### config.mk
export PLATFORM = sky130hd
export DESIGN_NAME = format_string_formatter
export DESIGN_NICKNAME = d
export VERILOG_FILES = /design/src/rtl/core/fsf_pkg.sv /design/src/rtl/core/format_string_formatter.sv /design/src/rtl/core/fsf_datapath.sv /design/src/rtl/core/fsf_ctrl.sv
export SDC_FILE = /design/constraint.sdc
export NUM_CORES = 1
export LEC_CHECK = 0
export BUFFER_PORTS_ARGS = -buffer_cell sky130_fd_sc_hd__buf_4
export CAP_MARGIN = 40
export CORE_UTILIZATION = 56
export CTS_CLUSTER_DIAMETER = 50
export DETAILED_ROUTE_END_ITERATION = 8
export HOLD_SLACK_MARGIN = 0.08
export PLACE_DENSITY = 0.84
export SLEW_MARGIN = 20
export SYNTH_ARGS = -nofsm -noshare
export SYNTH_HDL_FRONTEND = slang
export SYNTH_HIERARCHICAL = 1
export SYNTH_SLANG_ARGS = --single-unit
### constraint.sdc
create_clock -name i_clk -period 4.2 [get_ports i_clk]
set_clock_uncertainty 0.1 [all_clocks]
set_input_delay 0 -clock i_clk [delete_from_list [all_inputs] [get_ports i_clk]]
set_output_delay 0 -clock i_clk [all_outputs]
set_load 0.01 [all_outputs]
### src/rtl/core/fsf_pkg.sv
`default_nettype none
package fsf_pkg;

    localparam logic [2:0] KIND_FMT     = 3'd0;
    localparam logic [2:0] KIND_STR     = 3'd1;
    localparam logic [2:0] KIND_STR_END = 3'd2;
    localparam logic [2:0] KIND_NULL    = 3'd3;
    localparam logic [2:0] KIND_FMT_END = 3'd4;

    localparam logic [7:0] CHAR_PCT   = 8'h25;
    localparam logic [7:0] CHAR_MINUS = 8'h2d;
    localparam logic [7:0] CHAR_D     = 8'h64;
    localparam logic [7:0] CHAR_X     = 8'h78;
    localparam logic [7:0] CHAR_S     = 8'h73;

    localparam int          COUNT_W   = 31;
    localparam logic [30:0] COUNT_MAX = 31'h7fff_ffff;
    localparam logic [2:0]  NULL_LAST = 3'd5;

    typedef enum logic [2:0] {
        SRC_INPUT,
        SRC_PCT,
        SRC_MINUS,
        SRC_NULL,
        SRC_DIGIT,
        SRC_COUNT
    } t_src;

    typedef struct packed {
        logic       load;
        logic       hex;
        logic       step;
        logic       shift;
        logic       emit;
        t_src       src;
        logic [2:0] null_idx;
        logic       last;
    } t_cmd;

    typedef struct packed {
        logic out_free;
        logic top_zero;
        logic neg;
    } t_status;

    function automatic logic [7:0] hex_char(input logic [3:0] d);
        logic [7:0] c;
        unique case (d)
            4'h0: c = 8'h30;
            4'h1: c = 8'h31;
            4'h2: c = 8'h32;
            4'h3: c = 8'h33;
            4'h4: c = 8'h34;
            4'h5: c = 8'h35;
            4'h6: c = 8'h36;
            4'h7: c = 8'h37;
            4'h8: c = 8'h38;
            4'h9: c = 8'h39;
            4'ha: c = 8'h61;
            4'hb: c = 8'h62;
            4'hc: c = 8'h63;
            4'hd: c = 8'h64;
            4'he: c = 8'h65;
            4'hf: c = 8'h66;
        endcase
        return c;
    endfunction

    function automatic logic [7:0] null_char(input logic [2:0] idx);
        logic [7:0] c;
        unique case (idx)
            3'd0:    c = 8'h28;
            3'd1:    c = 8'h6e;
            3'd2:    c = 8'h75;
            3'd3:    c = 8'h6c;
            3'd4:    c = 8'h6c;
            3'd5:    c = 8'h29;
            default: c = 8'h00;
        endcase
        return c;
    endfunction

endpackage
`default_nettype wire

### src/rtl/core/format_string_formatter.sv
`default_nettype none
// Streaming printf-style formatter for the s, d and x conversions.
// Input channel s_axis: one request per format byte, string byte, string end,
// null string or format end; the kind travels in tuser.
// Output channel m_axis: one result per emitted character, or one count-only
// result at a format end (tuser has_char low); tlast marks the final result
// of a request.
// A request is taken only when the sequencer is idle. A plain byte is accepted
// in idle, then emitted from the S_CHAR state into the output register; the
// next request is taken in the same cycle that the byte shows up, so no new
// byte is taken before the last one is in the output register. A decimal
// conversion passes through the binary-to-BCD unit (four bits a cycle), emits
// a minus sign when negative, skips the leading zero digits, then prints one
// digit per result; hex skips the BCD pass and the sign.
// Reset returns to plain byte mode, clears the character count and empties
// the output register.
// A stalled receiver holds the output register; the sequencer waits and
// takes no new request until its results are all loaded.
module format_string_formatter #(
    parameter int NUMBER_WIDTH = 32
) (
    input  wire logic        i_clk,
    input  wire logic        i_rst_n,
    input  wire logic        s_axis_tvalid,
    output logic             s_axis_tready,
    input  wire logic [39:0] s_axis_tdata,   // char_in[7:0], number[39:8]
    input  wire logic [2:0]  s_axis_tuser,   // kind[2:0]
    output logic             m_axis_tvalid,
    input  wire logic        m_axis_tready,
    output logic [39:0]      m_axis_tdata,   // char_out[7:0], total_count[38:8], zero[39]
    output logic [0:0]       m_axis_tuser,   // has_char[0]
    output logic             m_axis_tlast
);
    import fsf_pkg::*;

    t_cmd        w_cmd;
    t_status     w_status;
    logic [7:0]  w_char;
    logic        w_has_char;
    logic        w_last;
    logic [30:0] w_total;

    fsf_ctrl #(
        .NUMBER_WIDTH (NUMBER_WIDTH)
    ) u_ctrl (
        .i_clk    (i_clk),
        .i_rst_n  (i_rst_n),
        .i_valid  (s_axis_tvalid),
        .o_ready  (s_axis_tready),
        .i_kind   (s_axis_tuser),
        .i_char   (s_axis_tdata[7:0]),
        .i_status (w_status),
        .o_cmd    (w_cmd)
    );

    fsf_datapath #(
        .NUMBER_WIDTH (NUMBER_WIDTH)
    ) u_datapath (
        .i_clk      (i_clk),
        .i_rst_n    (i_rst_n),
        .i_cmd      (w_cmd),
        .o_status   (w_status),
        .i_char     (s_axis_tdata[7:0]),
        .i_number   (s_axis_tdata[39:8]),
        .i_m_tready (m_axis_tready),
        .o_m_tvalid (m_axis_tvalid),
        .o_char     (w_char),
        .o_has_char (w_has_char),
        .o_last     (w_last),
        .o_total    (w_total)
    );

    assign m_axis_tdata = {1'b0, w_total, w_char};
    assign m_axis_tuser = w_has_char;
    assign m_axis_tlast = w_last;

endmodule
`default_nettype wire

### src/rtl/core/fsf_datapath.sv
`default_nettype none
module fsf_datapath #(
    parameter int NUMBER_WIDTH = 32
) (
    input  wire logic               i_clk,
    input  wire logic               i_rst_n,
    input  wire fsf_pkg::t_cmd      i_cmd,
    output fsf_pkg::t_status        o_status,
    input  wire logic [7:0]         i_char,
    input  wire logic [31:0]        i_number,
    input  wire logic               i_m_tready,
    output logic                    o_m_tvalid,
    output logic [7:0]              o_char,
    output logic                    o_has_char,
    output logic                    o_last,
    output logic [30:0]             o_total
);
    import fsf_pkg::*;

    localparam int NW   = NUMBER_WIDTH;
    localparam int NHEX = (NW + 3) / 4;
    localparam int NDEC = ((NW - 1) * 30103) / 100000 + 1;
    localparam int DIG  = (NDEC > NHEX) ? NDEC : NHEX;
    localparam int MW   = 4 * NHEX;
    localparam int DW   = 4 * DIG;

    logic [7:0]         r_ch;
    logic [DW-1:0]      r_dig;
    logic [MW-1:0]      r_mag;
    logic               r_neg;
    logic [COUNT_W-1:0] r_count;
    logic               r_out_valid;
    logic [7:0]         r_out_char;
    logic               r_out_has;
    logic               r_out_last;
    logic [COUNT_W-1:0] r_out_total;

    logic [63:0]        w_sx;
    logic [NW-1:0]      w_bits;
    logic [NW-1:0]      w_abs;
    logic [DW-1:0]      w_step_dig;
    logic [MW-1:0]      w_step_mag;
    logic [3:0]         w_top;
    logic [7:0]         w_char;
    logic [COUNT_W-1:0] w_inc;
    logic               w_free;

    assign w_sx   = {{32{i_number[31]}}, i_number};
    assign w_bits = w_sx[NW-1:0];
    assign w_abs  = w_bits[NW-1] ? (~w_bits + NW'(1)) : w_bits;
    assign w_top  = r_dig[DW-1 -: 4];
    assign w_free = !r_out_valid || i_m_tready;
    assign w_inc  = (r_count == COUNT_MAX) ? r_count : r_count + COUNT_W'(1);

    always_comb begin : dabble
        logic [DW-1:0] b;
        logic [MW-1:0] m;
        b = r_dig;
        m = r_mag;
        for (int s = 0; s < 4; s++) begin
            for (int d = 0; d < DIG; d++) begin
                if (b[4*d +: 4] >= 4'd5) begin
                    b[4*d +: 4] = b[4*d +: 4] + 4'd3;
                end
            end
            b = {b[DW-2:0], m[MW-1]};
            m = {m[MW-2:0], 1'b0};
        end
        w_step_dig = b;
        w_step_mag = m;
    end

    always_comb begin
        unique case (i_cmd.src)
            SRC_INPUT: w_char = r_ch;
            SRC_PCT:   w_char = CHAR_PCT;
            SRC_MINUS: w_char = CHAR_MINUS;
            SRC_NULL:  w_char = null_char(i_cmd.null_idx);
            SRC_DIGIT: w_char = hex_char(w_top);
            SRC_COUNT: w_char = 8'd0;
            default:   w_char = 8'd0;
        endcase
    end

    always_ff @(posedge i_clk) begin
        if (i_cmd.load) begin
            r_ch  <= i_char;
            r_mag <= MW'(w_abs);
            r_neg <= w_bits[NW-1];
            r_dig <= i_cmd.hex ? DW'(w_bits) : '0;
        end else if (i_cmd.step) begin
            r_dig <= w_step_dig;
            r_mag <= w_step_mag;
        end else if (i_cmd.shift) begin
            r_dig <= {r_dig[DW-5:0], 4'd0};
        end
        if (i_cmd.emit) begin
            r_out_char  <= w_char;
            r_out_has   <= (i_cmd.src != SRC_COUNT);
            r_out_last  <= i_cmd.last;
            r_out_total <= (i_cmd.src == SRC_COUNT) ? r_count : w_inc;
        end
    end

    always_ff @(posedge i_clk) begin
        if (!i_rst_n) begin
            r_count     <= '0;
            r_out_valid <= 1'b0;
        end else begin
            if (i_cmd.emit) begin
                r_count     <= (i_cmd.src == SRC_COUNT) ? '0 : w_inc;
                r_out_valid <= 1'b1;
            end else if (i_m_tready) begin
                r_out_valid <= 1'b0;
            end
        end
    end

    assign o_status.out_free = w_free;
    assign o_status.top_zero = (w_top == 4'd0);
    assign o_status.neg      = r_neg;

    assign o_m_tvalid = r_out_valid;
    assign o_char     = r_out_char;
    assign o_has_char = r_out_has;
    assign o_last     = r_out_last;
    assign o_total    = r_out_total;

endmodule
`default_nettype wire

### src/rtl/core/fsf_ctrl.sv
`default_nettype none
module fsf_ctrl #(
    parameter int NUMBER_WIDTH = 32
) (
    input  wire logic              i_clk,
    input  wire logic              i_rst_n,
    input  wire logic              i_valid,
    output logic                   o_ready,
    input  wire logic [2:0]        i_kind,
    input  wire logic [7:0]        i_char,
    input  wire fsf_pkg::t_status  i_status,
    output fsf_pkg::t_cmd          o_cmd
);
    import fsf_pkg::*;

    localparam int NW   = NUMBER_WIDTH;
    localparam int NHEX = (NW + 3) / 4;
    localparam int NDEC = ((NW - 1) * 30103) / 100000 + 1;
    localparam int DIG  = (NDEC > NHEX) ? NDEC : NHEX;
    localparam int CW   = $clog2(DIG + 1);

    typedef enum logic [3:0] {
        S_IDLE,
        S_CHAR,
        S_PCT,
        S_COUNT,
        S_NULL,
        S_CONV,
        S_SIGN,
        S_SKIP,
        S_DIGIT
    } t_state;

    typedef enum logic [1:0] {
        MODE_IDLE,
        MODE_PCT,
        MODE_STR
    } t_mode;

    t_state        r_state, n_state;
    t_mode         r_mode, n_mode;
    logic [CW-1:0] r_cnt, n_cnt;
    logic [2:0]    r_idx, n_idx;
    logic          r_pct_count, n_pct_count;
    logic          w_accept;

    assign o_ready  = (r_state == S_IDLE);
    assign w_accept = o_ready && i_valid;

    always_comb begin
        n_state     = r_state;
        n_mode      = r_mode;
        n_cnt       = r_cnt;
        n_idx       = r_idx;
        n_pct_count = r_pct_count;
        o_cmd       = '0;
        o_cmd.src   = SRC_INPUT;
        o_cmd.null_idx = r_idx;

        unique case (r_state)
            S_IDLE: begin
                if (w_accept) begin
                    o_cmd.load = 1'b1;
                    o_cmd.hex  = (i_char == CHAR_X);
                    if (r_mode == MODE_STR) begin
                        if (i_kind == KIND_STR) begin
                            n_state = S_CHAR;
                        end else if (i_kind == KIND_STR_END) begin
                            n_mode = MODE_IDLE;
                        end else if (i_kind == KIND_NULL) begin
                            n_mode  = MODE_IDLE;
                            n_idx   = 3'd0;
                            n_state = S_NULL;
                        end
                    end else if (i_kind == KIND_FMT) begin
                        if (r_mode != MODE_PCT) begin
                            if (i_char == CHAR_PCT) begin
                                n_mode = MODE_PCT;
                            end else begin
                                n_state = S_CHAR;
                            end
                        end else begin
                            n_mode = MODE_IDLE;
                            priority if (i_char == CHAR_D) begin
                                n_cnt   = CW'(NHEX);
                                n_state = S_CONV;
                            end else if (i_char == CHAR_X) begin
                                n_cnt   = CW'(DIG);
                                n_state = S_SKIP;
                            end else if (i_char == CHAR_S) begin
                                n_mode = MODE_STR;
                            end else begin
                                n_pct_count = 1'b0;
                                n_state     = S_PCT;
                            end
                        end
                    end else if (i_kind == KIND_FMT_END) begin
                        n_mode      = MODE_IDLE;
                        n_pct_count = 1'b1;
                        n_state     = (r_mode == MODE_PCT) ? S_PCT : S_COUNT;
                    end
                end
            end
            S_CHAR: begin
                if (i_status.out_free) begin
                    o_cmd.emit = 1'b1;
                    o_cmd.src  = SRC_INPUT;
                    o_cmd.last = 1'b1;
                    n_state    = S_IDLE;
                end
            end
            S_PCT: begin
                if (i_status.out_free) begin
                    o_cmd.emit = 1'b1;
                    o_cmd.src  = SRC_PCT;
                    n_state    = r_pct_count ? S_COUNT : S_CHAR;
                end
            end
            S_COUNT: begin
                if (i_status.out_free) begin
                    o_cmd.emit = 1'b1;
                    o_cmd.src  = SRC_COUNT;
                    o_cmd.last = 1'b1;
                    n_state    = S_IDLE;
                end
            end
            S_NULL: begin
                if (i_status.out_free) begin
                    o_cmd.emit = 1'b1;
                    o_cmd.src  = SRC_NULL;
                    o_cmd.last = (r_idx == NULL_LAST);
                    n_idx      = r_idx + 3'd1;
                    if (r_idx == NULL_LAST) begin
                        n_state = S_IDLE;
                    end
                end
            end
            S_CONV: begin
                o_cmd.step = 1'b1;
                n_cnt      = r_cnt - CW'(1);
                if (r_cnt == CW'(1)) begin
                    n_cnt   = CW'(DIG);
                    n_state = i_status.neg ? S_SIGN : S_SKIP;
                end
            end
            S_SIGN: begin
                if (i_status.out_free) begin
                    o_cmd.emit = 1'b1;
                    o_cmd.src  = SRC_MINUS;
                    n_state    = S_SKIP;
                end
            end
            S_SKIP: begin
                if (i_status.top_zero && r_cnt > CW'(1)) begin
                    o_cmd.shift = 1'b1;
                    n_cnt       = r_cnt - CW'(1);
                end else begin
                    n_state = S_DIGIT;
                end
            end
            S_DIGIT: begin
                if (i_status.out_free) begin
                    o_cmd.emit  = 1'b1;
                    o_cmd.src   = SRC_DIGIT;
                    o_cmd.last  = (r_cnt == CW'(1));
                    o_cmd.shift = 1'b1;
                    n_cnt       = r_cnt - CW'(1);
                    if (r_cnt == CW'(1)) begin
                        n_state = S_IDLE;
                    end
                end
            end
            default: begin
                n_state = S_IDLE;
            end
        endcase
    end

    always_ff @(posedge i_clk) begin
        if (!i_rst_n) begin
            r_state     <= S_IDLE;
            r_mode      <= MODE_IDLE;
            r_cnt       <= '0;
            r_idx       <= '0;
            r_pct_count <= 1'b0;
        end else begin
            r_state     <= n_state;
            r_mode      <= n_mode;
            r_cnt       <= n_cnt;
            r_idx       <= n_idx;
            r_pct_count <= n_pct_count;
        end
    end

    a_emit_free: assert property (@(posedge i_clk) disable iff (!i_rst_n)
        o_cmd.emit |-> i_status.out_free)
        else $error("result loaded into a full output register");

    a_idle_quiet: assert property (@(posedge i_clk) disable iff (!i_rst_n)
        (r_state == S_IDLE) |-> (!o_cmd.emit && !o_cmd.shift && !o_cmd.step))
        else $error("datapath driven while waiting for a request");

    a_cnt_live: assert property (@(posedge i_clk) disable iff (!i_rst_n)
        (r_state == S_DIGIT || r_state == S_CONV || r_state == S_SKIP) |-> (r_cnt != '0))
        else $error("digit counter ran out");

    a_null_idx: assert property (@(posedge i_clk) disable iff (!i_rst_n)
        (r_state == S_NULL) |-> (r_idx <= NULL_LAST))
        else $error("null text index past end");

endmodule
`default_nettype wire

==> results_dict.tcl, run 1 <==
set metrics [dict create \
    outcome "finished, violations left" \
    violations "setup timing" \
    synthDistinctLibCells 104 \
    grt_pass1_wl_mm 57.0 \
    fmax_mhz 227 \
    diodes 0 \
    rsz0062_at_grt "yes" \
    cts_buffers 17 \
    drt_iter0_drc 1300 \
    r2r_slack_ns -0.20 \
    grt_use_total_pct 28.8 \
    crit_buf_inv 2 \
    dp_hpwl_mm 23.6 \
    worstPathRequired_ns 4.29 \
    async_reset_ff_share_pct 0 \
    yosysTopAreaCell "edfxtp_1" \
    slew_violations 0 \
    routed_wl_mm 40.4 \
    fillers 1488 \
    grt.overflow.total 0 \
    crit_slowest_cell "edfxtp_1" \
    synth_top_family_by_area "simple AND/OR/NAND/NOR gates" \
    nNetsFinal 1920 \
    postSynthCellCount 1549 \
    yosys.area.top_type_share_pct 27.0 \
    ant_nets 0 \
    antenna_found_initial 0 \
    setup_viol 11 \
    critPathMaxFanout 4 \
    vias_per_cell 6.27 \
    whs_path_depth 2 \
    insertion_delay_ns 0.46 \
    syn_area_per_cell_um2 8.75 \
    fin_ws_ns -0.201 \
    drtPass1Iterations 6 \
    ctsHtreeMaxLevel 4 \
    grt_max_degree 46 \
    ys_seq_area_share_pct 34.7 \
    drive_above_1_share_pct 31.3 \
    cp_data_arrival_time_ns 4.50 \
    drcViolationCount 0 \
    cts.clk_slew.worst_paths_ns 0.08 \
    ys.flop_type "edfxtp_1" \
    worst_pin_slew_ns 0.788 \
    gp_congestion 0.953 \
    synthesis.nets 1673 \
    r2r_cells 18 \
    coreArea_um2 23600 \
    synthesis.area_um2 13600 \
    synth-seq-cells 174 \
    vias 13350 \
    min_period_over_period_pct 105 \
    slew_headroom_pct 46.9 \
    row_count 56 \
    clock_path_buffers 2 \
    syn_to_final_growth_pct 30.9 \
    synth_mux_area_share_pct 6.68 \
    cp-end-kind "flip-flop" \
    clock_sinks 174 \
    synth_compound_area_share_pct 20.2 \
    yosysWarnings 6 \
    period_minus_slack_ns 4.40 \
    synth-edff-count 122 \
    synth_xor_area_share_pct 5.81 \
    dieArea_um2 24800 \
    fin_util_pct 75.2 \
    max_cap_viol_count 0 \
    timing.rr.start "u_datapath/r_dig[8]$_DFFE_PN_" \
    holdCritPathClass "in2reg" \
    critPathTopFamily "multiplexers" \
    slowest_delay_ns 0.48 \
    io_pins 91 \
    die_h_um 158 \
    crit_type "reg2reg" \
    dp_slack_ns -0.214 \
    fp.dieW_um 158 \
    yosys.area_share.simple_pct 21.3 \
    grt_pass1_vias 12127 \
    hp-start "s_axis_tdata[5]" \
    holdPathEnd "u_datapath/r_ch[5]$_DFFE_PP_" \
    hold_viol 0 \
    routedWlPerCell_um 19.0 \
    cts_tree "done" \
    synthTopCellsByArea "edfxtp_1, dfxtp_1, ha_1, a21oi_1, mux2i_1" \
    root_buffer "clkbuf_16" \
    r2r_end "u_datapath/r_dig[16]$_DFFE_PN_" \
    portBuffers 89 \
    crit_chain "ha_2 > nand2b_4 > a21oi_4 > buf_4 > mux2_2 > a21oi_1 > mux2i_1 > inv_1 > ha_2 > nand2b_4 > a21oi_2 > xnor2_2 > ha_2 > nor2b_4 > nand2b_1 > mux2i_1 > mux2i_1 > o21ai_1" \
    synth_fa_ha_area_share_pct 7.10 \
    cp-start-kind "flip-flop" \
    initial_core_util_pct 57.4 \
]
-- metal layers --
metal / up-vias / routed length, µm / global-route usage (%)
met2: 733 / 20800 / 52.0
met1: 6375 / 15300 / 34.9
met3: 156 / 2820 / 3.50
met5: - / 0 / 0
li1: 6086 / - / -
met4: 0 / 1530 / 11.0
-- registers in the layout, indices dropped and copies added, names as in the netlist, named ones only --
signal and cells:
u_datapath/o_m_tvalid 1, u_datapath/r_mag 32, u_datapath/r_count 31, u_datapath/o_last 1, u_ctrl/r_mode 2, u_datapath/r_dig 40, u_ctrl/r_idx 3, u_ctrl/r_state 4
u_datapath/r_neg 1, u_datapath/o_char 8, u_datapath/r_ch 8, u_datapath/o_has_char 1, u_ctrl/r_cnt 4, u_datapath/o_total 31, u_ctrl/r_pct_count 1
-- synthesized netlist by cell type, types with 6 or more instances --
cell	count
buf_2	7
a21o_1	10
a211oi_1	7
nor2_1	129
or3_1	8
a21boi_0	7
nor3b_1	16
o31ai_1	12
a21oi_1	127
nor2b_1	52
o22ai_1	13
clkbuf_1	44
o21ai_0	92
nand3b_1	7
nand3_1	20
mux2i_1	57
nand2_1	136
or2_2	8
o21ai_1	23
nand4_1	14
and2_1	14
nand2b_1	45
xor2_1	48
xnor2_1	42
edfxtp_1	122
nor3_1	47
a31oi_1	6
inv_1	81
o211ai_1	6
dfxtp_1	52
o21a_1	23
ha_1	77
a211oi_2	7
and3_1	12
mux2_2	26
a22oi_1	25
-- cell usage in the layout, fill, tap and decap left out, types with 32 or more instances in the layout --
cell	count
mux2i_1	41
edfxtp_1	122
dfxtp_1	52
o21ai_1	32
nor2_1	122
dlygate4sd3_1	49
o21ai_0	72
nor2b_1	43
nand2b_1	32
inv_1	49
buf_4	236
nor3_1	43
nand2_1	136
xor2_1	48
inv_2	36
a21oi_1	103
ha_2	35
-- cell type report --
class	instances	area, µm²	area share (%)
multi-input cells	1229	9380	52.9
flip-flops and latches	174	4700	26.5
repair buffers	289	2320	13.0
clock buffers	17	425	2.40
well taps	319	399	2.25
inverters	85	319	1.80
clock inverters	15	201	1.13
-- worst max-delay path by stage --
stage                                         from  depth (start not counted)                        endpoint
global route         u_datapath/r_dig[8]$_DFFE_PN_                         18  u_datapath/r_dig[16]$_DFFE_PN_
CTS                 u_datapath/r_dig[20]$_DFFE_PN_                         22  u_datapath/r_dig[28]$_DFFE_PN_
floorplan           u_datapath/r_dig[20]$_DFFE_PN_                         19  u_datapath/r_dig[30]$_DFFE_PN_
detailed placement  u_datapath/r_dig[17]$_DFFE_PN_                         21  u_datapath/r_dig[20]$_DFFE_PN_
global placement    u_datapath/r_dig[20]$_DFFE_PN_                         18  u_datapath/r_dig[30]$_DFFE_PN_
finish               u_datapath/r_dig[8]$_DFFE_PN_                         18  u_datapath/r_dig[16]$_DFFE_PN_
-- per-stage QoR --
step                      hold WS [ns]  std cells  setup TNS [ns]  instance area [µm²]
after floorplan               -0.00113       1549               0                13600
after CTS                        0.206       2054         -0.0218                16300
after global routing             0.200       2128           -3.70                17700
after global placement           0.117       1963               0                14900
after detailed placement         0.114       1964           -1.28                14900
final                            0.207       2128          -0.937                17700
-- logic make-up (layout without fill, tap and decap cells) --
kind of cell / after synthesis / count (layout)
other: 1 / 1
and+or+nand+nor: 552 / 552
adders and majority gates: 77 / 77
xor gates and xnor gates: 90 / 90
AOI/OAI and AO/OA: 423 / 423
DFF: 174 / 174
buffers and inverters: 146 / 406
muxes: 86 / 86
-- timing repair --
item | CTS | global route
hold endpoints to repair | 125 | 0
pin swaps | 8 | 77
buffers inserted | 9 | 74
resized for setup | 55 | 217
endpoints found under the setup margin | 22 | 35
hold buffers | 49 | 0
-- worst register-to-register path: stages, from the launching register on --
cell and delay (ns):
edfxtp_1 0.48, ha_2 0.23, nand2b_4 0.15, a21oi_4 0.20
buf_4 0.15, mux2_2 0.37, a21oi_1 0.16, mux2i_1 0.36
inv_1 0.15, ha_2 0.25, nand2b_4 0.10, a21oi_2 0.09
xnor2_2 0.32, ha_2 0.29, nor2b_4 0.16, nand2b_1 0.13
mux2i_1 0.09, mux2i_1 0.28, o21ai_1 0.10
Power of run 1 is not shown: default switching activity piles up to over one toggle a cycle in this logic, so the estimate is an artifact.
==> run 2, diff against run 1 <==
--- a/config.mk
+++ b/config.mk
@@ -9,7 +9,8 @@
 export CAP_MARGIN = 40
-export CORE_UTILIZATION = 56
+export CORE_UTILIZATION = 62
 export CTS_CLUSTER_DIAMETER = 50
+export CTS_CLUSTER_SIZE = 24
 export DETAILED_ROUTE_END_ITERATION = 8
 export HOLD_SLACK_MARGIN = 0.08
-export PLACE_DENSITY = 0.84
+export PLACE_DENSITY = 0.87
 export SLEW_MARGIN = 20
==> constraint.sdc (replaced) <==
create_clock -name i_clk -period 4.6 [get_ports i_clk]
set_clock_uncertainty 0.1 [all_clocks]
set_input_delay 0 -clock i_clk [delete_from_list [all_inputs] [get_ports i_clk]]
set_output_delay 0 -clock i_clk [all_outputs]
set_load 0.005 [all_outputs]
==> run 2 against run 1 <==
Against the previous run: the flow now finishes without violations; sequential cell count is the same; setup slack gained 0.40 ns; routed wire length decreased by 12%; critical endpoint is now u_datapath/r_dig[29]$_DFFE_PN_; highest routed layer unchanged.
==> results_dict.tcl, run 2 (synthesis gave the netlist of run 1 again) <==
set metrics [dict create \
    rsz0062_at_grt "yes" \
    hold_viol 0 \
    critPathMaxFanout 6 \
    grt_use_total_pct 30.8 \
    initial_core_util_pct 63.9 \
    cts_buffers 17 \
    insertion_delay_ns 0.43 \
    dp_slack_ns -0.119 \
    drtPass1Iterations 6 \
    worst_pin_slew_ns 0.804 \
    largest_register_ffs 40 \
    routedWlPerCell_um 18.1 \
    dieArea_um2 22500 \
    vias_per_cell 6.35 \
    reg_top3 "u_datapath/r_dig x40, u_datapath/r_mag x32" \
    crit_slowest_cell "edfxtp_1" \
    ant_nets 0 \
    drcViolationCount 0 \
    fp.dieW_um 150 \
    slew_headroom_pct 46.3 \
    cts.clk_slew.worst_paths_ns 0.07 \
    dp_hpwl_mm 23.3 \
    holdCritPathClass "in2reg" \
    slew_violations 0 \
    syn_to_final_growth_pct 17.3 \
    slowest_delay_ns 0.43 \
    row_count 53 \
    root_buffer "clkbuf_16" \
    timing.rr.start "u_datapath/r_dig[16]$_DFFE_PN_" \
    crit_type "reg2reg" \
    outcome "finished, final reports clean" \
    antenna_found_initial 0 \
    r2r_slack_ns 0.19 \
    fmax_mhz 227 \
    holdPathEnd "u_ctrl/r_idx[2]$_SDFFE_PN0P_" \
    whs_ns 0.0950 \
    critPathTopFamily "compound AO/OA/AOI/OAI gates" \
    grt_pass1_vias 11787 \
    r2r_cells 23 \
    min_period_over_period_pct 95.8 \
    cts_tree "done" \
    clock_path_buffers 2 \
    max_cap_viol_count 0 \
    whs_path_depth 5 \
    cp_common_cell "inv_1" \
    fin_ws_ns 0.194 \
    clock_sinks 174 \
    diodes 0 \
    tns_ns 0 \
    fin_util_pct 75.0 \
    gp_congestion 0.929 \
    routed_wl_mm 35.5 \
    fillers 1439 \
    io_pins 91 \
    cp_data_arrival_time_ns 4.46 \
    layout_commonest_cell "nand2_1" \
    top_register "u_datapath/r_dig" \
    setup_viol 0 \
    grt_pass1_wl_mm 55.8 \
    r2r_end "u_datapath/r_dig[29]$_DFFE_PN_" \
    worstPathRequired_ns 4.66 \
    coreArea_um2 21200 \
    cp-start-kind "flip-flop" \
    ctsHtreeMaxLevel 4 \
    hp-start "s_axis_tvalid" \
    portBuffers 89 \
    die_h_um 150 \
    nNetsFinal 1801 \
    drt_iter0_drc 1483 \
    crit_buf_inv 4 \
    drive_above_1_share_pct 17.5 \
    grt_max_degree 66 \
    vias 12483 \
    grt.overflow.total 0 \
    cp-end-kind "flip-flop" \
    period_minus_slack_ns 4.41 \
    final_cell_mix "nand2_1, nor2_1, buf_4, edfxtp_1, a21oi_1" \
    crit_chain "inv_1 > ha_1 > nand2b_1 > nor3b_2 > a21oi_2 > inv_1 > ha_1 > o21ai_0 > mux2_2 > inv_1 > ha_2 > nor2b_2 > nand2b_1 > mux2_2 > inv_1 > ha_2 > nor2b_4 > a21oi_1 > o31a_1 > a21oi_1 > xnor2_1 > mux2i_1 > o21ai_0" \
]
-- run 2: cell types whose count changed in the layout (fill, tap and decap cells not counted), sizes merged --
cell / previous run / this run
dlygate4sd3: 49 / 47
clkinv: 6 / 3
bufinv: 0 / 1
clkbuf: 17 / 18
clkinvlp: 0 / 1
buf: 240 / 123
-- run 2: layout make-up --
class                   instances  area, µm²  share of cell area, %
multi-input cells            1229       8550                   53.7
clock inverters                14        165                   1.04
inverters                      85        319                   2.01
repair buffers                170       1400                   8.81
flip-flops and latches        174       4700                   29.6
well taps                     275        344                   2.16
clock buffers                  18        429                   2.70
-- run 2: stage by stage --
stage               area (µm²)  instances
CTS                      15600       1951
detailed placement       14500       1872
global placement         14500       1871
global route             15900       1965
finish                   15900       1965
floorplan                13600       1549
-- run 2: worst min-delay path, stage by stage --
cell and delay (ns):
buf_4 0.12, nand2_1 0.10, nor3_1 0.10, nand2b_1 0.17
nor2_1 0.10
-- run 2: worst max path at each step --
| stage | to | from | depth (start not counted) | slack [ns] |
|---|---|---|---|---|
| final | u_datapath/r_dig[29]$_DFFE_PN_ | u_datapath/r_dig[16]$_DFFE_PN_ | 23 | 0.19 |
| after global routing | u_datapath/r_dig[29]$_DFFE_PN_ | u_datapath/r_dig[16]$_DFFE_PN_ | 23 | -0.07 |
| after CTS | flip-flop | u_datapath/r_dig[32]$_SDFFCE_PP0N_ | 21 | 0.03 |
| after detailed placement | u_datapath/r_dig[29]$_DFFE_PN_ | u_datapath/r_dig[24]$_DFFE_PN_ | 22 | -0.12 |
| after global placement | u_datapath/r_dig[29]$_DFFE_PN_ | u_datapath/r_dig[24]$_DFFE_PN_ | 22 | 0.11 |
| after floorplan | u_datapath/r_dig[30]$_DFFE_PN_ | u_datapath/r_dig[24]$_DFFE_PN_ | 21 | 0.33 |
-- run 2: metal layers --
metal	wire length [µm]	global-route usage, %
met4	988	12.0
met1	14100	37.9
met2	17800	54.1
met5	0	0
met3	2560	4.57
-- run 2: timing repair --
action                                  CTS  global route
buffers inserted                          0            14
hold buffers                             47             0
pin swaps                                 0            10
hold endpoints to repair                116             0
cloned                                    0             0
resized for setup                         2            57
endpoints found under the setup margin    2            19
Power of run 2 is left out for the same reason.
